<file path="src/rtl/picl_pkg.sv">
`timescale 1ns / 1ps
// ----------------------------------------------------------------------------
// picl_pkg: shared types and constants of the PI current loop
// Item and result layouts, register map and the fixed numbers of the loop.
// ----------------------------------------------------------------------------
package picl_pkg;

    localparam int CFG_ADDR_W = 5;
    localparam int CFG_DATA_W = 32;

    // Item field widths
    localparam int CUR_W   = 10;
    localparam int PWM_W   = 9;
    localparam int SR_W    = 10;
    localparam int FB_W    = 12;
    localparam int AVG_W   = 16;
    localparam int ERR_W   = 13;
    localparam int ACC_W   = 32;
    localparam int AVG_SEL_W = 2;

    // Loop constants
    localparam int SR_DEAD_TIME   = 8;
    localparam int VREF_RAW_MIN   = 102;
    localparam int FB_GAIN        = 19;
    localparam int FB_FRAC        = 3;
    localparam int LEVEL_MAX      = 508;
    localparam int LEVEL_SAT      = 510;
    localparam int PWM_SAT        = 511;
    localparam int SR_FULL        = 512;
    localparam int SR_CUR_MIN     = 10;
    localparam int AVG_SHIFT_BASE = 7;
    localparam int AVG_FRAC       = 7;

    // Register reset values
    localparam int RST_ZERO_OFFSET = 512;
    localparam int RST_CUR_LIMIT   = 1023;

    typedef enum logic [2:0] {
        REG_KP          = 3'd0,
        REG_KI          = 3'd1,
        REG_ZERO_OFFSET = 3'd2,
        REG_PWM_LIMIT   = 3'd3,
        REG_CUR_LIMIT   = 3'd4,
        REG_AVG_SEL     = 3'd5
    } t_reg_idx;

    typedef struct packed {
        logic signed [ACC_W-1:0] kp;
        logic signed [ACC_W-1:0] ki;
        logic [CUR_W-1:0]        zero_offset;
        logic [PWM_W-1:0]        pwm_limit;
        logic [CUR_W-1:0]        cur_limit;
        logic [AVG_SEL_W-1:0]    avg_sel;
    } t_cfg;

    typedef struct packed {
        logic [CUR_W-1:0] raw_current;
        logic [CUR_W-1:0] current_target;
        logic [PWM_W-1:0] throttle_level;
        logic [CUR_W-1:0] current_ceiling;
        logic             other_fault;
    } t_in_item;

    typedef struct packed {
        logic [PWM_W-1:0] duty_width;
        logic [SR_W-1:0]  sr_width;
        logic             vref_flag;
        logic [FB_W-1:0]  norm_current;
        logic [CUR_W-1:0] peak_current;
        logic [AVG_W-1:0] pwm_average;
        logic             fault_off;
    } t_out_item;

endpackage

</file>
<file path="src/rtl/picl_in_if.sv">
`timescale 1ns / 1ps
// ----------------------------------------------------------------------------
// picl_in_if: sample channel
// Valid/ready channel carrying one current sample with its loop inputs.
// ----------------------------------------------------------------------------
interface picl_in_if;
    logic                        valid;
    logic                        ready;
    logic [picl_pkg::CUR_W-1:0]  raw_current;
    logic [picl_pkg::CUR_W-1:0]  current_target;
    logic [picl_pkg::PWM_W-1:0]  throttle_level;
    logic [picl_pkg::CUR_W-1:0]  current_ceiling;
    logic                        other_fault;

    modport source (
        output valid, raw_current, current_target, throttle_level,
               current_ceiling, other_fault,
        input  ready
    );
    modport sink (
        input  valid, raw_current, current_target, throttle_level,
               current_ceiling, other_fault,
        output ready
    );
endinterface

</file>
<file path="src/rtl/picl_out_if.sv">
`timescale 1ns / 1ps
// ----------------------------------------------------------------------------
// picl_out_if: result channel
// Valid/ready channel carrying the pulse widths and loop status of one sample.
// ----------------------------------------------------------------------------
interface picl_out_if;
    logic                        valid;
    logic                        ready;
    logic [picl_pkg::PWM_W-1:0]  duty_width;
    logic [picl_pkg::SR_W-1:0]   sr_width;
    logic                        vref_flag;
    logic [picl_pkg::FB_W-1:0]   norm_current;
    logic [picl_pkg::CUR_W-1:0]  peak_current;
    logic [picl_pkg::AVG_W-1:0]  pwm_average;
    logic                        fault_off;

    modport source (
        output valid, duty_width, sr_width, vref_flag, norm_current,
               peak_current, pwm_average, fault_off,
        input  ready
    );
    modport sink (
        input  valid, duty_width, sr_width, vref_flag, norm_current,
               peak_current, pwm_average, fault_off,
        output ready
    );
endinterface

</file>
<file path="src/rtl/picl_regs.sv">
`timescale 1ns / 1ps
// ----------------------------------------------------------------------------
// picl_regs: configuration registers
// APB-style register file holding the gains, offsets and limits of the loop.
// ----------------------------------------------------------------------------
module picl_regs (
    input  logic                                i_clk,
    input  logic                                i_rst_n,
    input  logic                                psel,
    input  logic                                penable,
    input  logic                                pwrite,
    input  logic [picl_pkg::CFG_ADDR_W-1:0]     paddr,
    input  logic [picl_pkg::CFG_DATA_W-1:0]     pwdata,
    output logic [picl_pkg::CFG_DATA_W-1:0]     prdata,
    output logic                                pready,
    output picl_pkg::t_cfg                      o_cfg
);

    picl_pkg::t_cfg     r_cfg;
    picl_pkg::t_reg_idx w_idx;
    logic               w_wr;

    assign pready = 1'b1;
    assign w_idx  = picl_pkg::t_reg_idx'(paddr[picl_pkg::CFG_ADDR_W-1:2]);
    assign w_wr   = psel && penable && pwrite;
    assign o_cfg  = r_cfg;

    always_ff @(posedge i_clk) begin
        if (!i_rst_n) begin
            r_cfg.kp          <= '0;
            r_cfg.ki          <= '0;
            r_cfg.zero_offset <= picl_pkg::CUR_W'(picl_pkg::RST_ZERO_OFFSET);
            r_cfg.pwm_limit   <= '0;
            r_cfg.cur_limit   <= picl_pkg::CUR_W'(picl_pkg::RST_CUR_LIMIT);
            r_cfg.avg_sel     <= '0;
        end else if (w_wr) begin
            unique case (w_idx)
                picl_pkg::REG_KP:          r_cfg.kp          <= pwdata;
                picl_pkg::REG_KI:          r_cfg.ki          <= pwdata;
                picl_pkg::REG_ZERO_OFFSET: r_cfg.zero_offset <= pwdata[picl_pkg::CUR_W-1:0];
                picl_pkg::REG_PWM_LIMIT:   r_cfg.pwm_limit   <= pwdata[picl_pkg::PWM_W-1:0];
                picl_pkg::REG_CUR_LIMIT:   r_cfg.cur_limit   <= pwdata[picl_pkg::CUR_W-1:0];
                picl_pkg::REG_AVG_SEL:     r_cfg.avg_sel     <= pwdata[picl_pkg::AVG_SEL_W-1:0];
                default: ;
            endcase
        end
    end

    always_comb begin
        unique case (w_idx)
            picl_pkg::REG_KP:          prdata = r_cfg.kp;
            picl_pkg::REG_KI:          prdata = r_cfg.ki;
            picl_pkg::REG_ZERO_OFFSET: prdata = picl_pkg::CFG_DATA_W'(r_cfg.zero_offset);
            picl_pkg::REG_PWM_LIMIT:   prdata = picl_pkg::CFG_DATA_W'(r_cfg.pwm_limit);
            picl_pkg::REG_CUR_LIMIT:   prdata = picl_pkg::CFG_DATA_W'(r_cfg.cur_limit);
            picl_pkg::REG_AVG_SEL:     prdata = picl_pkg::CFG_DATA_W'(r_cfg.avg_sel);
            default:                   prdata = '0;
        endcase
    end

endmodule

</file>
<file path="src/rtl/picl_core.sv">
`timescale 1ns / 1ps
// ----------------------------------------------------------------------------
// picl_core: current loop datapath
// Feedback scaling, peak tracking, direct/PI width selection, current clip,
// rectifier width and PWM average, with loop state and the result register.
// ----------------------------------------------------------------------------
module picl_core (
    input  logic                 i_clk,
    input  logic                 i_rst_n,
    input  picl_pkg::t_cfg       i_cfg,
    input  picl_pkg::t_in_item   i_item,
    input  logic                 i_load,
    output picl_pkg::t_out_item  o_result
);

    localparam int CUR_W = picl_pkg::CUR_W;
    localparam int PWM_W = picl_pkg::PWM_W;
    localparam int ERR_W = picl_pkg::ERR_W;
    localparam int ACC_W = picl_pkg::ACC_W;
    localparam int AVG_W = picl_pkg::AVG_W;
    localparam int FB_W  = picl_pkg::FB_W;
    localparam int SR_W  = picl_pkg::SR_W;
    localparam int HALF  = ACC_W / 2;
    localparam int FBP_W = CUR_W + 5;
    localparam int DIF_W = AVG_W + 2;

    // Loop state
    logic [ACC_W-1:0]        r_acc;
    logic signed [ERR_W-1:0] r_prev_err;
    logic [AVG_W-1:0]        r_avg;
    logic [CUR_W-1:0]        r_peak;
    picl_pkg::t_out_item     r_result;

    logic [ACC_W-1:0]        n_acc;
    logic signed [ERR_W-1:0] n_prev_err;
    logic [AVG_W-1:0]        n_avg;
    logic [CUR_W-1:0]        n_peak;
    picl_pkg::t_out_item     n_result;

    logic signed [CUR_W:0]     w_mc;
    logic                      w_mc_neg;
    logic [CUR_W-1:0]          w_mc_mag;
    logic [FBP_W-1:0]          w_fb_prod;
    logic [FB_W-1:0]           w_fb;
    logic signed [ERR_W-1:0]   w_err;
    logic signed [ACC_W+ERR_W-1:0] w_p_kp;
    logic signed [ACC_W+ERR_W-1:0] w_p_ki;
    logic [ACC_W-1:0]          w_acc_sum;
    logic [PWM_W-1:0]          w_width;
    logic [PWM_W-1:0]          w_direct;
    logic                      w_fault_off;
    logic [SR_W-1:0]           w_sr;
    logic [2:0]                w_shift;
    logic signed [DIF_W-1:0]   w_diff;
    logic signed [DIF_W-1:0]   w_step;

    always_comb begin
        w_mc     = $signed({1'b0, i_cfg.zero_offset}) - $signed({1'b0, i_item.raw_current});
        w_mc_neg = w_mc[CUR_W];
        w_mc_mag = w_mc[CUR_W-1:0];

        w_fb_prod = FBP_W'(w_mc_mag) * FBP_W'(picl_pkg::FB_GAIN);
        w_fb      = w_mc_neg ? '0 : FB_W'(w_fb_prod >> picl_pkg::FB_FRAC);

        n_peak = (!w_mc_neg && (w_mc_mag > r_peak)) ? w_mc_mag : r_peak;

        w_err  = $signed(ERR_W'(i_item.current_target)) - $signed({1'b0, w_fb});
        w_p_kp = i_cfg.kp * w_err;
        w_p_ki = i_cfg.ki * r_prev_err;
        w_acc_sum = r_acc + w_p_kp[ACC_W-1:0] + w_p_ki[ACC_W-1:0];

        w_direct = (i_item.throttle_level < i_cfg.pwm_limit)
                 ? i_item.throttle_level : i_cfg.pwm_limit;

        n_acc       = r_acc;
        n_prev_err  = r_prev_err;
        w_fault_off = 1'b0;
        w_width     = '0;

        if (i_cfg.pwm_limit != '0) begin
            // Direct mode leaves the PI state alone
            if (i_item.other_fault) begin
                w_fault_off = 1'b1;
            end else if (w_fb <= FB_W'(i_item.current_ceiling)) begin
                w_width = w_direct;
            end
        end else if (i_item.current_target == '0) begin
            n_acc      = '0;
            n_prev_err = '0;
        end else begin
            n_prev_err = w_err;
            if (w_acc_sum[ACC_W-1]) begin
                n_acc = '0;
            end else if (w_acc_sum[ACC_W-2:HALF] > (HALF-1)'(picl_pkg::LEVEL_MAX)) begin
                n_acc   = ACC_W'(picl_pkg::LEVEL_SAT) << HALF;
                w_width = PWM_W'(picl_pkg::PWM_SAT);
            end else begin
                // Round on the top fraction bit
                n_acc   = w_acc_sum;
                w_width = PWM_W'(w_acc_sum[ACC_W-2:HALF]) + PWM_W'(w_acc_sum[HALF-1]);
            end
        end

        // Hard current clip
        if (!w_mc_neg && (w_mc_mag > i_cfg.cur_limit)) begin
            w_width = '0;
        end

        if (w_width != '0) begin
            w_sr = SR_W'(w_width) + SR_W'(picl_pkg::SR_DEAD_TIME);
        end else if (!w_mc_neg && (w_mc_mag > CUR_W'(picl_pkg::SR_CUR_MIN))) begin
            w_sr = '0;
        end else begin
            w_sr = SR_W'(picl_pkg::SR_FULL);
        end

        // Arithmetic shift floors toward minus infinity
        w_shift = 3'(picl_pkg::AVG_SHIFT_BASE) - {1'b0, i_cfg.avg_sel};
        w_diff  = $signed({2'b00, w_width, picl_pkg::AVG_FRAC'(0)})
                - $signed({2'b00, r_avg});
        w_step  = w_diff >>> w_shift;
        n_avg   = r_avg + w_step[AVG_W-1:0];

        n_result.duty_width       = w_width;
        n_result.sr_width         = w_sr;
        n_result.vref_flag        = w_mc_neg &&
                                    (i_item.raw_current < CUR_W'(picl_pkg::VREF_RAW_MIN));
        n_result.norm_current     = w_fb;
        n_result.peak_current     = n_peak;
        n_result.pwm_average      = n_avg;
        n_result.fault_off        = w_fault_off;
    end

    always_ff @(posedge i_clk) begin
        if (!i_rst_n) begin
            r_acc      <= '0;
            r_prev_err <= '0;
            r_avg      <= '0;
            r_peak     <= '0;
        end else if (i_load) begin
            r_acc      <= n_acc;
            r_prev_err <= n_prev_err;
            r_avg      <= n_avg;
            r_peak     <= n_peak;
        end
    end

    always_ff @(posedge i_clk) begin
        if (i_load) begin
            r_result <= n_result;
        end
    end

    assign o_result = r_result;

endmodule

</file>
<file path="src/rtl/pi_current_loop_pwm.sv">
`timescale 1ns / 1ps
// ----------------------------------------------------------------------------
// pi_current_loop_pwm: motor current loop with PWM output
// Scales the current sample, selects direct or PI pulse width, clips on
// overcurrent and derives rectifier width and a filtered PWM average.
// ----------------------------------------------------------------------------
//  channel   dir   kind          contents
//  i_in      in    valid/ready   current sample, target, throttle, ceiling, fault
//  o_out     out   valid/ready   pwm/sr width, feedback, peak, average, status
//  apb       in    APB write/rd  gains, zero offset, limits, average select
//
//  One beat per cycle sustained while o_out is not stalled; o_out.valid rises
//  once a sample beat has passed the input register and then the result
//  register behind the loop math.
//  The PI accumulator, previous error, average and peak update as a result
//  is registered, so the next sample already sees the updated loop state.
//  A stalled o_out holds the result; the input register still takes one beat.
//  Synchronous reset clears the loop state and loads register defaults.
// ----------------------------------------------------------------------------
module pi_current_loop_pwm (
    input  logic                              i_clk,
    input  logic                              i_rst_n,
    picl_in_if.sink                           i_in,
    picl_out_if.source                        o_out,
    input  logic                              psel,
    input  logic                              penable,
    input  logic                              pwrite,
    input  logic [picl_pkg::CFG_ADDR_W-1:0]   paddr,
    input  logic [picl_pkg::CFG_DATA_W-1:0]   pwdata,
    output logic [picl_pkg::CFG_DATA_W-1:0]   prdata,
    output logic                              pready
);

    picl_pkg::t_cfg      w_cfg;
    picl_pkg::t_in_item  r_item;
    picl_pkg::t_out_item w_result;
    logic                r_in_valid;
    logic                r_out_valid;
    logic                w_load;
    logic                w_in_ready;

    picl_regs u_regs (
        .i_clk   (i_clk),
        .i_rst_n (i_rst_n),
        .psel    (psel),
        .penable (penable),
        .pwrite  (pwrite),
        .paddr   (paddr),
        .pwdata  (pwdata),
        .prdata  (prdata),
        .pready  (pready),
        .o_cfg   (w_cfg)
    );

    // Advance into the result register when it is empty or being drained
    assign w_load     = r_in_valid && (!r_out_valid || o_out.ready);
    assign w_in_ready = !r_in_valid || w_load;
    assign i_in.ready = w_in_ready;

    always_ff @(posedge i_clk) begin
        if (!i_rst_n) begin
            r_in_valid  <= 1'b0;
            r_out_valid <= 1'b0;
        end else begin
            if (w_in_ready) begin
                r_in_valid <= i_in.valid;
            end
            if (w_load) begin
                r_out_valid <= 1'b1;
            end else if (o_out.ready) begin
                r_out_valid <= 1'b0;
            end
        end
    end

    always_ff @(posedge i_clk) begin
        if (w_in_ready && i_in.valid) begin
            r_item.raw_current     <= i_in.raw_current;
            r_item.current_target  <= i_in.current_target;
            r_item.throttle_level  <= i_in.throttle_level;
            r_item.current_ceiling <= i_in.current_ceiling;
            r_item.other_fault     <= i_in.other_fault;
        end
    end

    picl_core u_core (
        .i_clk    (i_clk),
        .i_rst_n  (i_rst_n),
        .i_cfg    (w_cfg),
        .i_item   (r_item),
        .i_load   (w_load),
        .o_result (w_result)
    );

    assign o_out.valid            = r_out_valid;
    assign o_out.duty_width       = w_result.duty_width;
    assign o_out.sr_width         = w_result.sr_width;
    assign o_out.vref_flag        = w_result.vref_flag;
    assign o_out.norm_current     = w_result.norm_current;
    assign o_out.peak_current     = w_result.peak_current;
    assign o_out.pwm_average      = w_result.pwm_average;
    assign o_out.fault_off        = w_result.fault_off;

endmodule

</file>
<file path="src/flat_wrapper.sv">
// flat-port wrapper written by rule: the top's interface ports become plain ports
module pi_current_loop_pwm_flat 
  (i_clk, i_rst_n, psel, penable, pwrite, paddr, pwdata, prdata, pready, i_in_valid, i_in_raw_current, i_in_current_target, i_in_throttle_level, i_in_current_ceiling, i_in_other_fault, i_in_ready, o_out_valid, o_out_duty_width, o_out_sr_width, o_out_vref_flag, o_out_norm_current, o_out_peak_current, o_out_pwm_average, o_out_fault_off, o_out_ready);
  picl_in_if i_in_i ();
  picl_out_if o_out_i ();
  input  logic i_clk;
  input  logic i_rst_n;
  input  logic psel;
  input  logic penable;
  input  logic pwrite;
  input  logic [picl_pkg::CFG_ADDR_W-1:0] paddr;
  input  logic [picl_pkg::CFG_DATA_W-1:0] pwdata;
  output logic [picl_pkg::CFG_DATA_W-1:0] prdata;
  output logic pready;
  input wire logic [$bits(i_in_i.valid)-1:0] i_in_valid;
  input wire logic [$bits(i_in_i.raw_current)-1:0] i_in_raw_current;
  input wire logic [$bits(i_in_i.current_target)-1:0] i_in_current_target;
  input wire logic [$bits(i_in_i.throttle_level)-1:0] i_in_throttle_level;
  input wire logic [$bits(i_in_i.current_ceiling)-1:0] i_in_current_ceiling;
  input wire logic [$bits(i_in_i.other_fault)-1:0] i_in_other_fault;
  output wire logic [$bits(i_in_i.ready)-1:0] i_in_ready;
  output wire logic [$bits(o_out_i.valid)-1:0] o_out_valid;
  output wire logic [$bits(o_out_i.duty_width)-1:0] o_out_duty_width;
  output wire logic [$bits(o_out_i.sr_width)-1:0] o_out_sr_width;
  output wire logic [$bits(o_out_i.vref_flag)-1:0] o_out_vref_flag;
  output wire logic [$bits(o_out_i.norm_current)-1:0] o_out_norm_current;
  output wire logic [$bits(o_out_i.peak_current)-1:0] o_out_peak_current;
  output wire logic [$bits(o_out_i.pwm_average)-1:0] o_out_pwm_average;
  output wire logic [$bits(o_out_i.fault_off)-1:0] o_out_fault_off;
  input wire logic [$bits(o_out_i.ready)-1:0] o_out_ready;
  assign i_in_i.valid = i_in_valid;
  assign i_in_i.raw_current = i_in_raw_current;
  assign i_in_i.current_target = i_in_current_target;
  assign i_in_i.throttle_level = i_in_throttle_level;
  assign i_in_i.current_ceiling = i_in_current_ceiling;
  assign i_in_i.other_fault = i_in_other_fault;
  assign i_in_ready = i_in_i.ready;
  assign o_out_valid = o_out_i.valid;
  assign o_out_duty_width = o_out_i.duty_width;
  assign o_out_sr_width = o_out_i.sr_width;
  assign o_out_vref_flag = o_out_i.vref_flag;
  assign o_out_norm_current = o_out_i.norm_current;
  assign o_out_peak_current = o_out_i.peak_current;
  assign o_out_pwm_average = o_out_i.pwm_average;
  assign o_out_fault_off = o_out_i.fault_off;
  assign o_out_i.ready = o_out_ready;
  pi_current_loop_pwm u_core (.i_clk(i_clk), .i_rst_n(i_rst_n), .i_in(i_in_i), .o_out(o_out_i), .psel(psel), .penable(penable), .pwrite(pwrite), .paddr(paddr), .pwdata(pwdata), .prdata(prdata), .pready(pready));
endmodule
</file>
<file path="config.mk">
export PLATFORM = sky130hd
export DESIGN_NAME = pi_current_loop_pwm_flat
export DESIGN_NICKNAME = d
export VERILOG_FILES = /design/src/rtl/picl_pkg.sv /design/src/rtl/picl_in_if.sv /design/src/rtl/picl_out_if.sv /design/src/rtl/picl_regs.sv /design/src/rtl/picl_core.sv /design/src/rtl/pi_current_loop_pwm.sv /design/src/flat_wrapper.sv
export SDC_FILE = /design/constraint.sdc
export NUM_CORES = 2
export LEC_CHECK = 0
export ABC_AREA = 1
export BUFFER_PORTS_ARGS = -buffer_cell sky130_fd_sc_hd__buf_2
export CAP_MARGIN = 20
export CORE_MARGIN = 5
export CORE_UTILIZATION = 58
export CTS_CLUSTER_SIZE = 25
export DETAILED_ROUTE_END_ITERATION = 8
export PLACE_DENSITY = 0.79
export SYNTH_ARGS = -nofsm -noshare
export SYNTH_HDL_FRONTEND = slang
export SYNTH_SLANG_ARGS = --single-unit
export TNS_END_PERCENT = 1
</file>
<file path="constraint.sdc">
create_clock -name i_clk -period 14.71 [get_ports i_clk]
set_clock_uncertainty 0.05 [all_clocks]
set_input_delay 4.413 -clock i_clk [delete_from_list [all_inputs] [get_ports i_clk]]
set_output_delay 4.413 -clock i_clk [all_outputs]
set_load 0.05 [all_outputs]
</file>
### Word-level counts from Yosys, hierarchy flattened

Index checks and enable logic that the tools add are counted.

* register bits: 267
* input port bits: 84
* output and inout bits: 94
* logic and storage cells: 95

* add/subtract/negate cells: 9
* multiply operators: 3
* $lt $le $gt $ge: 7
* equality and inequality tests: 5
* shift operators: 1
* mux-type cells: 20
* bitwise logic cells: 1
* reductions and logical operators: 25

Operators with widths (number)
* $pmux 32 s6: 1
* $mux 31: 3
* $mux 9: 8
* $add 32x32->32: 2
* $mul 32x13->32: 2
* $mux 10: 3
* $gt 10x10->1: 2
* $reduce_bool 9->1: 2
* $sshr 17x3->16: 1
* $sub 16x16->17: 1
* $add 16x16->16: 1
* $gt 15x9->1 const B: 1
* $mul 10x5->15 const B: 1
* $reduce_and 2->1: 7
* $mux 13: 1
* $sub 10x12->13: 1
* $le 12x10->1: 1
* $mux 12: 1
* $sub 10x10->11: 1
* $add 9x4->10 const B: 1
* $gt 10x4->1 const B: 1
* $logic_not 10->1: 1
* $lt 10x7->1 const B: 1
* $add 9x1->9: 1
* 12 further kinds: 26

### Logic depth before layout (Yosys ltp)

* depth in word-level cells: 16
* mapped depth: 102
* gate-level depth less buffers: 100

### Modules after synthesis

Synthesis repeated with hierarchy kept, for this count alone.

* cells, all modules: 4761
* area, all modules: 37458.4 sq um

Modules (own cells, without submodules)
* picl_core: times used 1, cells an instance 3963, area an instance 31393.9 sq um, seq. area each 3173.0 sq um
* picl_regs: times used 1, cells an instance 745, area an instance 4768.3 sq um, seq. area each 1901.8 sq um
* pi_current_loop_pwm: times used 1, cells an instance 53, area an instance 1296.2 sq um, seq. area each 1241.2 sq um

### Least setup slack after synthesis

OpenSTA, ideal clock, no wires.

* path kind: register to register
* start point: reg u_core.r_item[32] (netlist name)
* end point: reg u_core.u_core.r_avg[15]
* arrival: 14483 ps
* required time: 14545 ps
* path slack: 61 ps
* cell stages (with the launch flop): 90
* path buffers: 2
* clock period less this slack: 14649 ps
* cell sequence: edfxtp_1 inv_1 ha_1 a21o_1 nand2_1 nand2_1 a21oi_1 o21ai_0 xor2_1 ha_1 inv_1 fa_1 inv_1 ha_1 nand2_1 inv_2 a21oi_1 inv_2 [... 54 more ...] o21ai_0 ha_1 nand2_1 o21ai_0 nand3_1 nand2_1 a21oi_1 o21ai_0 a21oi_1 o21bai_1 a21oi_1 o21bai_1 nand2_1 nand2_1 a21oi_1 xnor2_1 o21ai_0 inv_1

RTL lines
* from (decl): RTL line pi_current_loop_pwm.sv:35 `picl_pkg::t_in_item r_item;`
* to (signal assigned): RTL line picl_core.sv:143 `r_avg <= n_avg;`
* to (decl): RTL line picl_core.sv:30 `logic [AVG_W-1:0] r_avg;`

==> impl_metrics.ini <==
[logic_synthesis]
syn_nets = 5269
synth_top_area_share_pct = 34.2
synth_cell_types = 58
synth_top_flop_cell = dfxtp_1
postSynthCellCount = 4327
synth_enable_flop_cells = 99
yosysSeqAreaShare_pct = 17.8
synth_top_cell_by_area = fa_1
yosys-top-cells-area = fa_1 34%, inv_1 11%, nand2_1 10%
synthesis.area_mm2 = 0.0355
synth-seq-cells = 266
postSynthAreaPerCell_um2 = 8.20
yosys_warnings = 0
synthArstFlopShare_pct = 0

[global_routing]
grt_max_degree = 92
grt_pass1_vias = 32100
grt_overflow_total = 0
groute.usage.overall_pct = 33.2
antenna_found_initial = 16
grt_pass1_wl_um = 173000

[setup_path]
path_class = reg -> reg
path_max_fanout = 14
reg2reg_depth = 89
worstPathRequired_ns = 15.17
arrival_ns = 15.56
cp_top_family = adder cells
path_buf_inv = 20
crit_start = u_core.u_regs.o_cfg[21]
endpoint_kind = flip-flop
ff2ff_setup_slack_ns = -0.40
crit_end = u_core.u_core.r_avg[14]
critPathSlowestCell = fa_1
setup.worst_path.start_class = flip-flop
crit_cells = 89
cp_common_cell = nand2_1
rr_startpoint = u_core.u_regs.o_cfg[21]
slowest_delay_ns = 0.57
r2r-end = u_core.u_core.r_avg[14]

[cells_and_area]
final_core_util_pct = 67.9
layout_commonest_cell = inv_1
syn_to_final_growth_pct = 15.8
nFillCells = 4620
nets = 5663
mostFrequentLayoutCells = 991 x inv_1, 930 x nand2_1, 604 x fa_1
drive_above_1_share_pct = 16.2

[outcome]
status = complete, but fails checks
violations = negative setup slack

[floorplan]
initial_utilization_pct = 58.6
rows = 90
core_mm2 = 0.0605
io_pins = 178
die-area_mm2 = 0.0662
die_h_um = 257
die_w_um = 257

[place]
pre_cts_slack_ns = -1.11
gp_congestion = 0.985
portBuffers = 174
hpwl_um = 88200

[timing]
slew_headroom_pct = 17.7
period_share_pct = 103
drv_slew = 0
tightest_slew_ns = 1.23
setup_violations = 11
final.min_clock_period_ns = 15.11
tns_ns = -2.18
rsz0062_at_grt = true
finalHoldViolCount = 0
fmax_mhz = 66.2
setup_ws_ns = -0.398

[clock_tree]
clock-sinks = 266
clkLatencyLatePin_ns = 0.62
root_buffer = clkbuf_16
cts_tree = yes
path_clk_slew_ns = 0.07
htree_levels = 1
holdBufCountCts = 0
cts_made_buffers = 31
cts_max_path_buffers = 3

[route]
vias = 31000
ant_nets = 0
routed_wl_um = 110000
viasPerCell = 5.60
wl_per_cell_um = 19.9
drt_iter0_drc = 2846
drt_first_pass_iters = 6
drc = 0

[hold_path]
hold_class = reg -> reg

[power_and_ir_drop]
vdd_drop_max_mv = 0.335
p_leak_nw = 21.2
power_density_mw_per_mm2 = 183

[run]
maxCapViolations = 0
==> cell type report <==
cell class	count	area (µm²)	area share, %
antenna	8	20.0	0.0488
sequential	266	6320	15.4
clock buffer	38	832	2.03
clock inverter	18	196	0.478
multi-input combinational	2851	25200	61.4
timing repair buffer	538	3630	8.84
tap	782	978	2.38
inverter	1033	3890	9.47
==> per-layer routing <==
| layer | wire length [µm] | vias to the layer above | GRT usage [%] |
|---|---|---|---|
| li1 | - | 13800 | - |
| met1 | 39200 | 14900 | 40.7 |
| met2 | 50000 | 1763 | 53.3 |
| met3 | 13900 | 474 | 10.3 |
| met4 | 7100 | 20 | 17.2 |
| met5 | 126 | - | 0 |
==> registers in the layout, summed over array words and instances, names as in the netlist <==
register and flops:
u_core.u_regs.o_cfg 95, u_core.u_core.o_result 59, u_core.r_item 40, u_core.u_core.r_acc 31, u_core.u_core.r_avg 16, u_core.u_core.r_prev_err 13, u_core.u_core.r_peak 10, u_core.o_out.valid 1
u_core.r_in_valid 1
==> report_power, final <==
part           internal [W]  switching (W)
Sequential         0.000944      0.0000551
Combinational       0.00247        0.00323
Clock              0.000443       0.000350
==> how the worst min path moves through the flow <==
stage,startpoint,end,slack [ns],depth (start not counted)
finish,u_core.u_core.r_acc[14],u_core.u_core.r_acc[14],0.42,2
global route,u_core.u_core.r_acc[18],u_core.u_core.r_acc[18],0.43,2
CTS,u_core.u_core.r_acc[14],u_core.u_core.r_acc[14],0.42,2
detailed placement,u_core.u_core.r_acc[28],u_core.u_core.r_acc[28],0.40,2
global placement,u_core.u_core.r_acc[28],u_core.u_core.r_acc[28],0.39,2
floorplan,u_core.u_core.r_acc[28],u_core.u_core.r_acc[28],0.39,2
==> cell usage after synthesis, drive strengths merged, types with 4 or more instances <==
cell type / instances
a21o: 9
a21oi: 231
a221oi: 7
buf: 24
clkbuf: 153
clkinv: 4
dfxtp: 167
edfxtp: 99
fa: 606
ha: 252
inv: 1029
nand2: 965
nand3: 93
nand3b: 6
nand4: 31
nor2: 237
nor3: 22
o2111ai: 11
o211ai: 11
o21a: 4
o21ai: 210
o21bai: 10
o22ai: 15
or2: 13
xnor2: 39
xor2: 56
==> logic make-up after synthesis <==
kind of cell             share of synthesized area [%]
multiplexers                                    0.0565
other                                           0.0106
buffers and inverters                             13.0
flip-flops                                        17.8
XOR/XNOR                                          2.41
AO/OA/AOI/OAI                                     8.02
AND/OR/NAND/NOR                                   15.6
adder cells (fa/ha/maj)                           43.1
==> per-stage QoR <==
stage	area (µm²)	power (W)	hold slack [ns]	cells
floorplan	35500	0.00384	0.386	4327
global placement	39100	0.00601	0.395	5443
detailed placement	39200	0.00609	0.399	5446
CTS	40700	0.00722	0.416	5513
global route	41000	0.00801	0.432	5528
finish	41100	0.00750	0.418	5534
==> tightest hold or removal path, stage by stage (launching register included) <==
cell and delay [ns]:
dfxtp_1 0.31, nand2_1 0.06, a21oi_1 0.06
==> timing repair <==
item,4_1_cts,5_1_grt
cloned,0,0
resized for setup,105,53
pin swaps,47,54
setup buffers,11,10
setup endpoints to repair,21,26
Note: power is estimated with default switching activity, not from simulation.
